### config.mk
export PLATFORM = sky130hd
export DESIGN_NAME = linked_list_splice_engine
export DESIGN_NICKNAME = d
export VERILOG_FILES = /design/src/sv/lls_pkg.sv /design/src/sv/lls_ram.sv /design/src/sv/lls_links.sv /design/src/sv/lls_front.sv /design/src/sv/lls_back.sv /design/src/sv/lls_outq.sv /design/src/sv/linked_list_splice_engine.sv
export SDC_FILE = /design/constraint.sdc
export NUM_CORES = 2
export LEC_CHECK = 0
export BUFFER_PORTS_ARGS = -buffer_cell sky130_fd_sc_hd__buf_4
export CAP_MARGIN = 25
export CORE_AREA = 2 2 478 480
export DETAILED_ROUTE_END_ITERATION = 6
export DIE_AREA = 0 0 480 482
export SYNTH_ARGS = -nofsm -noshare
export SYNTH_HDL_FRONTEND = slang
export SYNTH_SLANG_ARGS = --single-unit
export TNS_END_PERCENT = 5
### constraint.sdc
create_clock -name i_clk -period 8.9 [get_ports i_clk]
set_input_delay 0.89 -clock i_clk [delete_from_list [all_inputs] [get_ports i_clk]]
set_output_delay 0.89 -clock i_clk [all_outputs]
set_load 0.005 [all_outputs]
### src/sv/lls_pkg.sv
// Package with the constants, types and helper functions of the splice engine.
package lls_pkg;

    localparam int NODE_COUNT = 64;
    localparam int LINE_COUNT = 16;
    localparam int SENT_COUNT = 2 * LINE_COUNT;
    localparam int LINK_DEPTH = NODE_COUNT + SENT_COUNT;
    localparam int LINK_W     = $clog2(LINK_DEPTH);
    localparam int SENT_W     = $clog2(SENT_COUNT);
    localparam int CNT_W      = $clog2(NODE_COUNT);

    localparam int ACT_W  = 3;
    localparam int NODE_W = 6;
    localparam int LINE_W = 4;

    localparam int CMDQ_DEPTH = 4;
    localparam int CMDQ_PTR_W = $clog2(CMDQ_DEPTH);
    localparam int CMDQ_CNT_W = $clog2(CMDQ_DEPTH + 1);
    localparam int OUTQ_DEPTH = 4;
    localparam int OUTQ_PTR_W = $clog2(OUTQ_DEPTH);
    localparam int OUTQ_CNT_W = $clog2(OUTQ_DEPTH + 1);

    // Link table indexes.
    localparam int TBL_NEXT = 0;
    localparam int TBL_PREV = 1;
    localparam int TBL_NUM  = 2;

    typedef logic [LINK_W-1:0] t_link;

    typedef enum logic [ACT_W-1:0] {
        ACT_APPEND = 3'd0,
        ACT_MOVE   = 3'd1,
        ACT_REMOVE = 3'd2,
        ACT_RANGE  = 3'd3,
        ACT_LIST   = 3'd4
    } t_action;

    // Command handed from the front end to the sequencer. The field s holds
    // the tail sentinel for an append and the head sentinel for a list walk.
    typedef struct packed {
        t_action op;
        t_link   a;
        t_link   b;
        t_link   c;
        t_link   s;
    } t_cmd;

    typedef struct packed {
        logic [NODE_W-1:0] node;
        logic              last;
        logic              empty;
    } t_result;

    typedef struct packed {
        logic  we;
        t_link waddr;
        t_link wdata;
        t_link raddr;
    } t_tbl_req;

    typedef t_tbl_req [TBL_NUM-1:0] t_link_req;
    typedef t_link    [TBL_NUM-1:0] t_link_data;

    typedef enum logic [2:0] {
        ST_IDLE,
        ST_STEP1,
        ST_STEP2,
        ST_STEP3,
        ST_WALK
    } t_back_state;

    function automatic logic is_sentinel(input t_link addr);
        return 32'(addr) >= NODE_COUNT;
    endfunction

    function automatic logic [SENT_W-1:0] sent_idx(input t_link addr);
        return SENT_W'(addr - LINK_W'(NODE_COUNT));
    endfunction

    // Value a sentinel entry holds before it is first written: heads point
    // forward to their tail and back to themselves, tails the other way.
    function automatic t_link sent_reset(input t_link addr, input logic is_next);
        t_link offset;
        logic  is_head;
        offset  = addr - LINK_W'(NODE_COUNT);
        is_head = ~offset[0];
        if (is_next) begin
            return is_head ? addr + LINK_W'(1) : addr;
        end
        return is_head ? addr : addr - LINK_W'(1);
    endfunction

endpackage

### src/sv/lls_ram.sv
// Generic single-write, single-read RAM with registered read data.
module lls_ram #(
    parameter int WIDTH = 8,
    parameter int DEPTH = 16,
    localparam int ADDR_W = $clog2(DEPTH)
) (
    input  logic              i_clk,
    input  logic              i_we,
    input  logic [ADDR_W-1:0] i_waddr,
    input  logic [WIDTH-1:0]  i_wdata,
    input  logic [ADDR_W-1:0] i_raddr,
    output logic [WIDTH-1:0]  o_rdata
);

    logic [WIDTH-1:0] r_mem [DEPTH];
    logic [WIDTH-1:0] r_rdata;

    always_ff @(posedge i_clk) begin
        if (i_we) begin
            r_mem[i_waddr] <= i_wdata;
        end
        r_rdata <= r_mem[i_raddr];
    end

    assign o_rdata = r_rdata;

endmodule

### src/sv/lls_links.sv
// Next and prev link tables with sentinel reset values and write forwarding.
module lls_links
    import lls_pkg::*;
(
    input  logic       i_clk,
    input  logic       i_rst_n,
    input  t_link_req  i_req,
    output t_link_data o_rdata
);

    for (genvar g = 0; g < TBL_NUM; g++) begin : g_tbl
        t_link                 ram_q;
        logic [SENT_COUNT-1:0] r_valid;
        logic                  r_fwd;
        logic                  r_use_rst;
        t_link                 r_fwd_data;
        t_link                 r_rst_val;
        logic                  n_fwd;
        logic                  n_use_rst;

        lls_ram #(
            .WIDTH (LINK_W),
            .DEPTH (LINK_DEPTH)
        ) u_ram (
            .i_clk   (i_clk),
            .i_we    (i_req[g].we),
            .i_waddr (i_req[g].waddr),
            .i_wdata (i_req[g].wdata),
            .i_raddr (i_req[g].raddr),
            .o_rdata (ram_q)
        );

        // A read that hits the entry being written this cycle takes the new value.
        assign n_fwd     = i_req[g].we && (i_req[g].waddr == i_req[g].raddr);
        assign n_use_rst = is_sentinel(i_req[g].raddr) && !r_valid[sent_idx(i_req[g].raddr)];

        always_ff @(posedge i_clk) begin
            if (!i_rst_n) begin
                r_valid <= '0;
            end else if (i_req[g].we && is_sentinel(i_req[g].waddr)) begin
                r_valid[sent_idx(i_req[g].waddr)] <= 1'b1;
            end
        end

        always_ff @(posedge i_clk) begin
            r_fwd      <= n_fwd;
            r_use_rst  <= n_use_rst;
            r_fwd_data <= i_req[g].wdata;
            r_rst_val  <= sent_reset(i_req[g].raddr, g == TBL_NEXT);
        end

        assign o_rdata[g] = r_fwd ? r_fwd_data : (r_use_rst ? r_rst_val : ram_q);
    end

endmodule

### src/sv/lls_front.sv
// Front end: checks and classifies incoming words and queues them as commands.
module lls_front
    import lls_pkg::*;
(
    input  logic              i_clk,
    input  logic              i_rst_n,
    input  logic              i_push,
    output logic              o_full,
    input  logic [ACT_W-1:0]  i_action,
    input  logic [NODE_W-1:0] i_node,
    input  logic [NODE_W-1:0] i_second_node,
    input  logic [NODE_W-1:0] i_target_node,
    input  logic [LINE_W-1:0] i_line,
    input  logic              i_cmd_pop,
    output logic              o_cmd_valid,
    output t_cmd              o_cmd
);

    t_cmd                  r_q [CMDQ_DEPTH];
    logic [CMDQ_PTR_W-1:0] r_wr_ptr;
    logic [CMDQ_PTR_W-1:0] r_rd_ptr;
    logic [CMDQ_CNT_W-1:0] r_count;

    t_cmd dec_cmd;
    logic dec_ok;
    logic do_push;
    logic do_pop;

    always_comb begin
        logic  node_ok;
        logic  second_ok;
        logic  target_ok;
        logic  line_ok;
        t_link head;
        node_ok   = 32'(i_node) < NODE_COUNT;
        second_ok = 32'(i_second_node) < NODE_COUNT;
        target_ok = 32'(i_target_node) < NODE_COUNT;
        line_ok   = 32'(i_line) < LINE_COUNT;
        head      = LINK_W'(NODE_COUNT + 2 * 32'(i_line));

        dec_cmd.op = t_action'(i_action);
        dec_cmd.a  = LINK_W'(i_node);
        dec_cmd.b  = LINK_W'(i_second_node);
        dec_cmd.c  = LINK_W'(i_target_node);
        dec_cmd.s  = head;
        unique case (i_action)
            ACT_APPEND: begin
                dec_ok    = node_ok && line_ok;
                dec_cmd.s = head + LINK_W'(1);
            end
            ACT_MOVE:   dec_ok = node_ok && second_ok;
            ACT_REMOVE: dec_ok = node_ok;
            ACT_RANGE:  dec_ok = node_ok && second_ok && target_ok;
            ACT_LIST:   dec_ok = line_ok;
            default:    dec_ok = 1'b0;
        endcase
    end

    assign o_full      = r_count == CMDQ_CNT_W'(CMDQ_DEPTH);
    assign o_cmd_valid = r_count != '0;
    assign o_cmd       = r_q[r_rd_ptr];

    // Words that fail the checks are taken and dropped.
    assign do_push = i_push && !o_full && dec_ok;
    assign do_pop  = i_cmd_pop && o_cmd_valid;

    always_ff @(posedge i_clk) begin
        if (do_push) begin
            r_q[r_wr_ptr] <= dec_cmd;
        end
    end

    always_ff @(posedge i_clk) begin
        if (!i_rst_n) begin
            r_wr_ptr <= '0;
            r_rd_ptr <= '0;
            r_count  <= '0;
        end else begin
            if (do_push) begin
                r_wr_ptr <= (32'(r_wr_ptr) == CMDQ_DEPTH - 1) ? '0 : r_wr_ptr + 1'b1;
            end
            if (do_pop) begin
                r_rd_ptr <= (32'(r_rd_ptr) == CMDQ_DEPTH - 1) ? '0 : r_rd_ptr + 1'b1;
            end
            if (do_push && !do_pop) begin
                r_count <= r_count + 1'b1;
            end else if (do_pop && !do_push) begin
                r_count <= r_count - 1'b1;
            end
        end
    end

endmodule

### src/sv/lls_back.sv
// Back end: sequencer that carries out link splices and list walks.
module lls_back
    import lls_pkg::*;
(
    input  logic       i_clk,
    input  logic       i_rst_n,
    input  logic       i_cmd_valid,
    input  t_cmd       i_cmd,
    output logic       o_cmd_pop,
    output t_link_req  o_link_req,
    input  t_link_data i_link_rdata,
    output logic       o_res_push,
    output t_result    o_res,
    input  logic       i_res_full
);

    t_back_state      r_state;
    t_back_state      n_state;
    t_cmd             r_cmd;
    t_cmd             n_cmd;
    t_link            r_x;
    t_link            n_x;
    t_link            r_cur;
    t_link            n_cur;
    logic [CNT_W-1:0] r_count;
    logic [CNT_W-1:0] n_count;

    t_link dn;
    t_link dp;

    assign dn = i_link_rdata[TBL_NEXT];
    assign dp = i_link_rdata[TBL_PREV];

    always_ff @(posedge i_clk) begin
        if (!i_rst_n) begin
            r_state <= ST_IDLE;
        end else begin
            r_state <= n_state;
        end
    end

    always_ff @(posedge i_clk) begin
        r_cmd   <= n_cmd;
        r_x     <= n_x;
        r_cur   <= n_cur;
        r_count <= n_count;
    end

    always_comb begin
        logic walk_last;
        walk_last  = is_sentinel(dn) || (r_count == CNT_W'(NODE_COUNT - 1));
        n_state    = r_state;
        n_cmd      = r_cmd;
        n_x        = r_x;
        n_cur      = r_cur;
        n_count    = r_count;
        o_cmd_pop  = 1'b0;
        o_link_req = '0;
        o_res_push = 1'b0;
        o_res      = '0;

        unique case (r_state)
            ST_IDLE: begin
                if (i_cmd_valid) begin
                    o_cmd_pop = 1'b1;
                    n_cmd     = i_cmd;
                    o_link_req[TBL_NEXT].raddr = (i_cmd.op == ACT_LIST)  ? i_cmd.s :
                                                 (i_cmd.op == ACT_RANGE) ? i_cmd.b : i_cmd.a;
                    o_link_req[TBL_PREV].raddr = (i_cmd.op == ACT_APPEND) ? i_cmd.s : i_cmd.a;
                    n_state = ST_STEP1;
                end
            end

            ST_STEP1: begin
                unique case (r_cmd.op)
                    ACT_APPEND: begin
                        o_link_req[TBL_NEXT] = '{we: 1'b1, waddr: dp, wdata: r_cmd.a, raddr: '0};
                        o_link_req[TBL_PREV] = '{we: 1'b1, waddr: r_cmd.a, wdata: dp, raddr: '0};
                        n_state = ST_STEP2;
                    end
                    ACT_MOVE: begin
                        o_link_req[TBL_NEXT] = '{we: 1'b1, waddr: dp, wdata: dn, raddr: '0};
                        o_link_req[TBL_PREV] = '{we: 1'b1, waddr: dn, wdata: dp, raddr: r_cmd.b};
                        n_state = ST_STEP2;
                    end
                    ACT_REMOVE: begin
                        o_link_req[TBL_NEXT] = '{we: 1'b1, waddr: dp, wdata: dn, raddr: '0};
                        o_link_req[TBL_PREV] = '{we: 1'b1, waddr: dn, wdata: dp, raddr: '0};
                        n_state = ST_IDLE;
                    end
                    ACT_RANGE: begin
                        o_link_req[TBL_NEXT] = '{we: 1'b1, waddr: dp, wdata: dn, raddr: '0};
                        o_link_req[TBL_PREV] = '{we: 1'b1, waddr: dn, wdata: dp, raddr: r_cmd.c};
                        n_state = ST_STEP2;
                    end
                    ACT_LIST: begin
                        if (is_sentinel(dn)) begin
                            if (!i_res_full) begin
                                o_res_push = 1'b1;
                                o_res      = '{node: '0, last: 1'b1, empty: 1'b1};
                                n_state    = ST_IDLE;
                            end else begin
                                o_link_req[TBL_NEXT].raddr = r_cmd.s;
                            end
                        end else begin
                            n_cur   = dn;
                            n_count = '0;
                            o_link_req[TBL_NEXT].raddr = dn;
                            n_state = ST_WALK;
                        end
                    end
                    default: n_state = ST_IDLE;
                endcase
            end

            ST_STEP2: begin
                unique case (r_cmd.op)
                    ACT_APPEND: begin
                        o_link_req[TBL_NEXT] = '{we: 1'b1, waddr: r_cmd.a, wdata: r_cmd.s, raddr: '0};
                        o_link_req[TBL_PREV] = '{we: 1'b1, waddr: r_cmd.s, wdata: r_cmd.a, raddr: '0};
                        n_state = ST_IDLE;
                    end
                    ACT_MOVE: begin
                        o_link_req[TBL_NEXT] = '{we: 1'b1, waddr: dp, wdata: r_cmd.a, raddr: '0};
                        o_link_req[TBL_PREV] = '{we: 1'b1, waddr: r_cmd.a, wdata: dp, raddr: '0};
                        n_state = ST_STEP3;
                    end
                    ACT_RANGE: begin
                        n_x = dp;
                        o_link_req[TBL_PREV] = '{we: 1'b1, waddr: r_cmd.a, wdata: dp, raddr: '0};
                        o_link_req[TBL_NEXT] = '{we: 1'b1, waddr: r_cmd.b, wdata: r_cmd.c, raddr: '0};
                        n_state = ST_STEP3;
                    end
                    default: n_state = ST_IDLE;
                endcase
            end

            ST_STEP3: begin
                if (r_cmd.op == ACT_MOVE) begin
                    o_link_req[TBL_NEXT] = '{we: 1'b1, waddr: r_cmd.a, wdata: r_cmd.b, raddr: '0};
                    o_link_req[TBL_PREV] = '{we: 1'b1, waddr: r_cmd.b, wdata: r_cmd.a, raddr: '0};
                end else begin
                    o_link_req[TBL_NEXT] = '{we: 1'b1, waddr: r_x, wdata: r_cmd.a, raddr: '0};
                    o_link_req[TBL_PREV] = '{we: 1'b1, waddr: r_cmd.c, wdata: r_cmd.b, raddr: '0};
                end
                n_state = ST_IDLE;
            end

            ST_WALK: begin
                // The next link of the current node is on dn; it and the node count decide the last flag.
                if (!i_res_full) begin
                    o_res_push = 1'b1;
                    o_res      = '{node: NODE_W'(r_cur), last: walk_last, empty: 1'b0};
                    if (walk_last) begin
                        n_state = ST_IDLE;
                    end else begin
                        n_cur   = dn;
                        n_count = r_count + 1'b1;
                        o_link_req[TBL_NEXT].raddr = dn;
                    end
                end else begin
                    o_link_req[TBL_NEXT].raddr = r_cur;
                end
            end

            default: n_state = ST_IDLE;
        endcase
    end

endmodule

### src/sv/lls_outq.sv
// Result queue between the sequencer and the result ports.
module lls_outq
    import lls_pkg::*;
(
    input  logic    i_clk,
    input  logic    i_rst_n,
    input  logic    i_push,
    input  t_result i_res,
    output logic    o_full,
    output logic    o_empty,
    input  logic    i_pop,
    output t_result o_res
);

    t_result               r_q [OUTQ_DEPTH];
    logic [OUTQ_PTR_W-1:0] r_wr_ptr;
    logic [OUTQ_PTR_W-1:0] r_rd_ptr;
    logic [OUTQ_CNT_W-1:0] r_count;

    logic do_push;
    logic do_pop;

    assign o_full  = r_count == OUTQ_CNT_W'(OUTQ_DEPTH);
    assign o_empty = r_count == '0;
    assign o_res   = r_q[r_rd_ptr];
    assign do_push = i_push && !o_full;
    assign do_pop  = i_pop && !o_empty;

    always_ff @(posedge i_clk) begin
        if (do_push) begin
            r_q[r_wr_ptr] <= i_res;
        end
    end

    always_ff @(posedge i_clk) begin
        if (!i_rst_n) begin
            r_wr_ptr <= '0;
            r_rd_ptr <= '0;
            r_count  <= '0;
        end else begin
            if (do_push) begin
                r_wr_ptr <= (32'(r_wr_ptr) == OUTQ_DEPTH - 1) ? '0 : r_wr_ptr + 1'b1;
            end
            if (do_pop) begin
                r_rd_ptr <= (32'(r_rd_ptr) == OUTQ_DEPTH - 1) ? '0 : r_rd_ptr + 1'b1;
            end
            if (do_push && !do_pop) begin
                r_count <= r_count + 1'b1;
            end else if (do_pop && !do_push) begin
                r_count <= r_count - 1'b1;
            end
        end
    end

endmodule

### src/sv/linked_list_splice_engine.sv
// Linked list splice engine: several doubly linked lists of indexed nodes.
//
// Input words are written like a queue: a word is taken on a clock edge with push
// high and full low. Each word carries one action (append, move before, remove,
// range move or list) and its node and line operands. Words with an index out of
// range or an unknown action are taken and dropped without any effect.
// Results are read like a queue: while empty is low the oldest result word is on
// the output ports, and it leaves on a clock edge with pop high.
// A four-deep command queue decouples the input from the sequencer, and a
// four-deep result queue decouples the sequencer from the reader.
// The sequencer takes a word only when idle; a remove then runs ST_STEP1, an append
// also ST_STEP2, a move and a range move also ST_STEP3, and a list ST_STEP1 and then
// ST_WALK once per node emitted, paced by the single read and single write port of
// each link table. An empty line's word comes from ST_STEP1, the rest from ST_WALK.
// Reset empties both queues and every line; sentinel links read their paired
// values through valid bits, so there is no clearing sweep.
// When the reader stalls, a list walk pauses with the result queue full, and
// once the command queue fills, full rises until the reader drains results.
module linked_list_splice_engine
    import lls_pkg::*;
(
    input  logic              i_clk,
    input  logic              i_rst_n,
    input  logic              push,
    output logic              full,
    input  logic [ACT_W-1:0]  i_action,
    input  logic [NODE_W-1:0] i_node,
    input  logic [NODE_W-1:0] i_second_node,
    input  logic [NODE_W-1:0] i_target_node,
    input  logic [LINE_W-1:0] i_line,
    output logic              empty,
    input  logic              pop,
    output logic [NODE_W-1:0] o_out_node,
    output logic              o_is_last,
    output logic              o_is_empty
);

    // Front end to sequencer.
    logic       cmd_valid;
    t_cmd       cmd;
    logic       cmd_pop;

    // Sequencer to link tables.
    t_link_req  link_req;
    t_link_data link_rdata;

    // Sequencer to result queue.
    logic       res_push;
    t_result    res;
    logic       res_full;
    t_result    out_res;

    // The front end checks each word's operands and turns it into a command
    // with sentinel addresses already worked out.
    lls_front u_front (
        .i_clk         (i_clk),
        .i_rst_n       (i_rst_n),
        .i_push        (push),
        .o_full        (full),
        .i_action      (i_action),
        .i_node        (i_node),
        .i_second_node (i_second_node),
        .i_target_node (i_target_node),
        .i_line        (i_line),
        .i_cmd_pop     (cmd_pop),
        .o_cmd_valid   (cmd_valid),
        .o_cmd         (cmd)
    );

    // The sequencer applies the link reads and writes of each command in order
    // and streams list walks into the result queue.
    lls_back u_back (
        .i_clk        (i_clk),
        .i_rst_n      (i_rst_n),
        .i_cmd_valid  (cmd_valid),
        .i_cmd        (cmd),
        .o_cmd_pop    (cmd_pop),
        .o_link_req   (link_req),
        .i_link_rdata (link_rdata),
        .o_res_push   (res_push),
        .o_res        (res),
        .i_res_full   (res_full)
    );

    // Next and prev link tables; a read in the same cycle as a write to the
    // same entry returns the written value.
    lls_links u_links (
        .i_clk   (i_clk),
        .i_rst_n (i_rst_n),
        .i_req   (link_req),
        .o_rdata (link_rdata)
    );

    lls_outq u_outq (
        .i_clk   (i_clk),
        .i_rst_n (i_rst_n),
        .i_push  (res_push),
        .i_res   (res),
        .o_full  (res_full),
        .o_empty (empty),
        .i_pop   (pop),
        .o_res   (out_res)
    );

    assign o_out_node = out_res.node;
    assign o_is_last  = out_res.last;
    assign o_is_empty = out_res.empty;

endmodule

==> impl_metrics.csv <==
group,metric,value,unit
placed_design,placement_setup_slack,2730,ps
die,initial_cell_density_of_the_core,29.8,%
route,detailedRoute.firstPassIterationCount,6,
grt,number_of_antenna_violations_at_the_first_check_in_global_routing,15,
grt,top_usage_layer,"met2",
layout,finish.net_count,5092,
sta,report.final.slew_viol_count,0,
job,timing.max_cap.violations,0,
cts,cts.clk_slew.worst_paths,60,ps
synth,synthDominantAreaCellType,"sky130_fd_sc_hd__edfxtp_1",
synth,synth-main-ff-cell,"sky130_fd_sc_hd__edfxtp_1",
synth,synth_top_cells_by_area,"sky130_fd_sc_hd__edfxtp_1, sky130_fd_sc_hd__nand2_1, sky130_fd_sc_hd__dfxtp_1",
grt,grt_pass1_wl,283000,um
cts,clock_sinks,1657,
sta,period_share,66.7,%
placed_design,gp_congestion,0.854,
die,die_extent_in_y,482,um
sta,clock.fmax,168,MHz
grt,grt_pass1_vias,41400,
synth,synth_cell_types,92,
synth,synth_seq_cells,1657,
synth,syn_inst,5072,
grt,global_route.usage.met3,2.91,%
worst_setup_path,timing.rr.end,"u_links.g_tbl[1].u_ram.o_rdata[2]$_DFF_P_",
layout,fin_util,33.8,%
synth,synth_seq_area_share,71.9,%
power,leakage,0.0252,uW
layout,layout.cells.most_common,"sky130_fd_sc_hd__edfxtp_1",
die,die-area,0.231,mm2
cts,post_cts.resized_instances,0,
sta,tightest_slew,1180,ps
worst_hold_path,min_delay_path_depth,1,
worst_setup_path,timing.critical_path.arrival,6690,ps
sta,worst_slew_margin_rel,20.9,%
synth,synth_edf_count,1526,
cts,htree_levels,4,
grt,groute.layer.met1.usage,21.6,%
worst_setup_path,ff2ff_path_depth,13,
cts,cts.root.buffer_cell,"sky130_fd_sc_hd__clkbuf_16",
synth,synth_fp_nets,5116,
power,pwr_density_cell,350,mW/mm2
worst_hold_path,min-delay-start,"i_target_node[4]",
power,power.ir.vdd_worst,0.000352,V
layout,area_growth_syn_to_layout,13.7,%
synth,syn_avg_cell_area,13.3,um2
route,drt_first_iter_violations,4949,
worst_setup_path,critical_path.slowest_cell,"sky130_fd_sc_hd__and2_4",
synth,syn-cell-area,0.0674,mm2
sta,report.final.setup_viol,0,
layout,mostFrequentLayoutCells,"sky130_fd_sc_hd__edfxtp_1, sky130_fd_sc_hd__nand2_1, sky130_fd_sc_hd__nand3_1",
placed_design,place_hpwl,118000,um
die,io_pins,39,
route,routed-via-count,43400,
route,wl_final,194000,um
cts,cts-hold-fix-buffers,0,
worst_setup_path,crit_chain,"buf_12 -> mux4_2 -> o311a_1 -> nand2_2 -> buf_4 -> and2_4 -> buf_4 -> nand2_1 -> a311oi_1 -> a311oi_1 -> a221oi_1 -> a211oi_1 -> o21ai_1",
cts,tritoncts,"done",
worst_setup_path,worstSetupEndpointType,"flop",
die,die_width,480,um
worst_setup_path,crit_fanout,71,
worst_hold_path,worstHoldPathType,"input pin to flop",
cts,clk_path_buf_depth,3,
sta,tns,0,ps
route,detail_route.drc_violations,0,
worst_setup_path,setup.reg_to_reg.worst_slack,2960,ps
worst_setup_path,cp.required,9650,ps
sta,final.setup_skew,87.0,ps
layout,layout-drive-gt1-share,9.31,%
sta,post-route-worst-setup-slack,2960,ps
grt,grt_start_max_net_pins,142,
die,core_area,0.226,mm2
cts,postCtsSetupBuffers,0,
cts,cts-buffers-inserted,167,
sta,timing.final.crit_period,5940,ps
synth,synthArstFlopShare,0,%
cts,worstSkewPairLatency,850,ps
sta,timing.final.hold_violations,0,
route,drtAntennaViolNets,0,
placed_design,place.port_buffers,38,
route,avgRoutedWirePerCell,23.7,um
worst_hold_path,hold_path_endpoint,"u_front.r_q[1][11]$_DFFE_PP_",
worst_setup_path,cp_slowest_stage_delay,890,ps
route,vias_per_cell,5.29,
worst_setup_path,worst-setup-path-type,"flop to flop",
die,rows,175,
grt,globalRoute.totalOverflow,0,
grt,track_usage,16.2,%
synth,synth.top_cell.area_share,68.0,%
sta,grt_setup_unrepaired,"no",
worst_setup_path,worst_setup_path_start_kind,"flop",
run_status,run_status,"complete, no violations",
grt,gr-usage-met2,26.5,%
synth,synth-warning-count,0,
[cells in the mapped netlist, drive strengths merged, types with 7 or more instances]
cell	count
o21ai	72
mux2	22
and3	179
buf	191
a2111oi	9
a221oi	24
a21boi	7
a21oi	69
clkbuf	139
nor2b	37
and2	29
inv	33
nor3b	7
nand2	1108
mux2i	92
mux4	35
edfxtp	1526
a22o	22
nor2	312
nand4	28
o21a	55
ha	13
a31oi	115
nor3	28
a221o	14
dfxtp	131
a32oi	20
a22oi	9
nand3	306
o22ai	28
o31ai	10
a311o	10
a211oi	137
o2111ai	9
o41ai	7
nor4	9
a311oi	141
xnor2	9
o211ai	14
[per-layer routing]
layer | part of all wire (%) | wire length [um] | vias to the layer above
met5 | 0.053 | 103 | -
met4 | 3.8 | 7460 | 16
met3 | 7.8 | 15100 | 393
met2 | 48 | 92600 | 1929
met1 | 41 | 79000 | 21900
li1 | - | - | 19100
[cells by family after synthesis]
family | Yosys count | synth area share [%]
buf+inv | 365 | 2.45
simple gates | 2068 | 13.5
xor+xnor | 14 | 0.182
mux | 149 | 2.90
other cells | 2 | 0.0111
fa+ha+maj | 15 | 0.301
flops | 1657 | 71.9
compound gates | 802 | 8.81
[how the worst max path moves through the flow]
stage,from,endpoint,slack (ps)
6_report,flop,u_links.g_tbl[1].u_ram.o_rdata[2]$_DFF_P_,2960
5_1_grt,flop,u_links.g_tbl[1].u_ram.o_rdata[6]$_DFF_P_,2580
4_1_cts,flop,u_links.g_tbl[1].u_ram.o_rdata[2]$_DFF_P_,2700
3_5_place_dp,flop,u_links.g_tbl[1].u_ram.o_rdata[6]$_DFF_P_,2730
3_3_place_gp,flop,u_links.g_tbl[1].u_ram.o_rdata[6]$_DFF_P_,2710
2_1_floorplan,u_back.r_cmd[29]$_DFFE_PP_,u_links.g_tbl[1].u_ram.r_mem[0][2]$_DFFE_PP_,2820
[through the flow]
step	area [um2]	cells	total power, uW	hold WS [ps]
floorplan	67400	5072	16100	432
global placement	70900	7874	19700	444
detailed placement	71100	7883	19900	448
CTS	76500	8193	26800	218
global route	76600	8199	27900	240
finish	76600	8203	26800	270
[worst max-delay path: cells and delay by family, from the launching register on]
kind	cells	cell delay, ps
compound gates	6	1870
flops	1	580
buf+inv	3	1420
simple gates	3	1170
mux	1	710
[power breakdown]
group / leakage, uW / internal, uW / switching [uW] / total [uW]
combinational: 0.00747 / 2680 / 7330 / 10000
clock: 0.00263 / 3910 / 3100 / 7000
sequential: 0.0151 / 9540 / 287 / 9830
[cell type report]
type                       count  area, um2
sequential                  1657      48400
multi-input combinational   3050      17500
tap                         3009       3760
clock buffer                 217       4420
clock inverter                93       1050
fill                       21900     150000
timing repair buffer         137       1250
inverter                      35        141
antenna                        5       12.5
[state kept, by name (all words and copies together), names as in the netlist, 6 cells and up, named ones only]
name / flops
u_back.r_cmd: 26
u_back.r_count: 6
u_back.r_cur: 7
u_back.r_x: 7
u_front.r_q: 104
u_links.g_tbl.r_fwd_data: 14
u_links.g_tbl.r_rst_val: 14
u_links.g_tbl.r_valid: 64
u_links.g_tbl.u_ram.o_rdata: 14
u_links.g_tbl.u_ram.r_mem: 1344
u_outq.r_q: 32
Power figures use the tool's default switching activity.
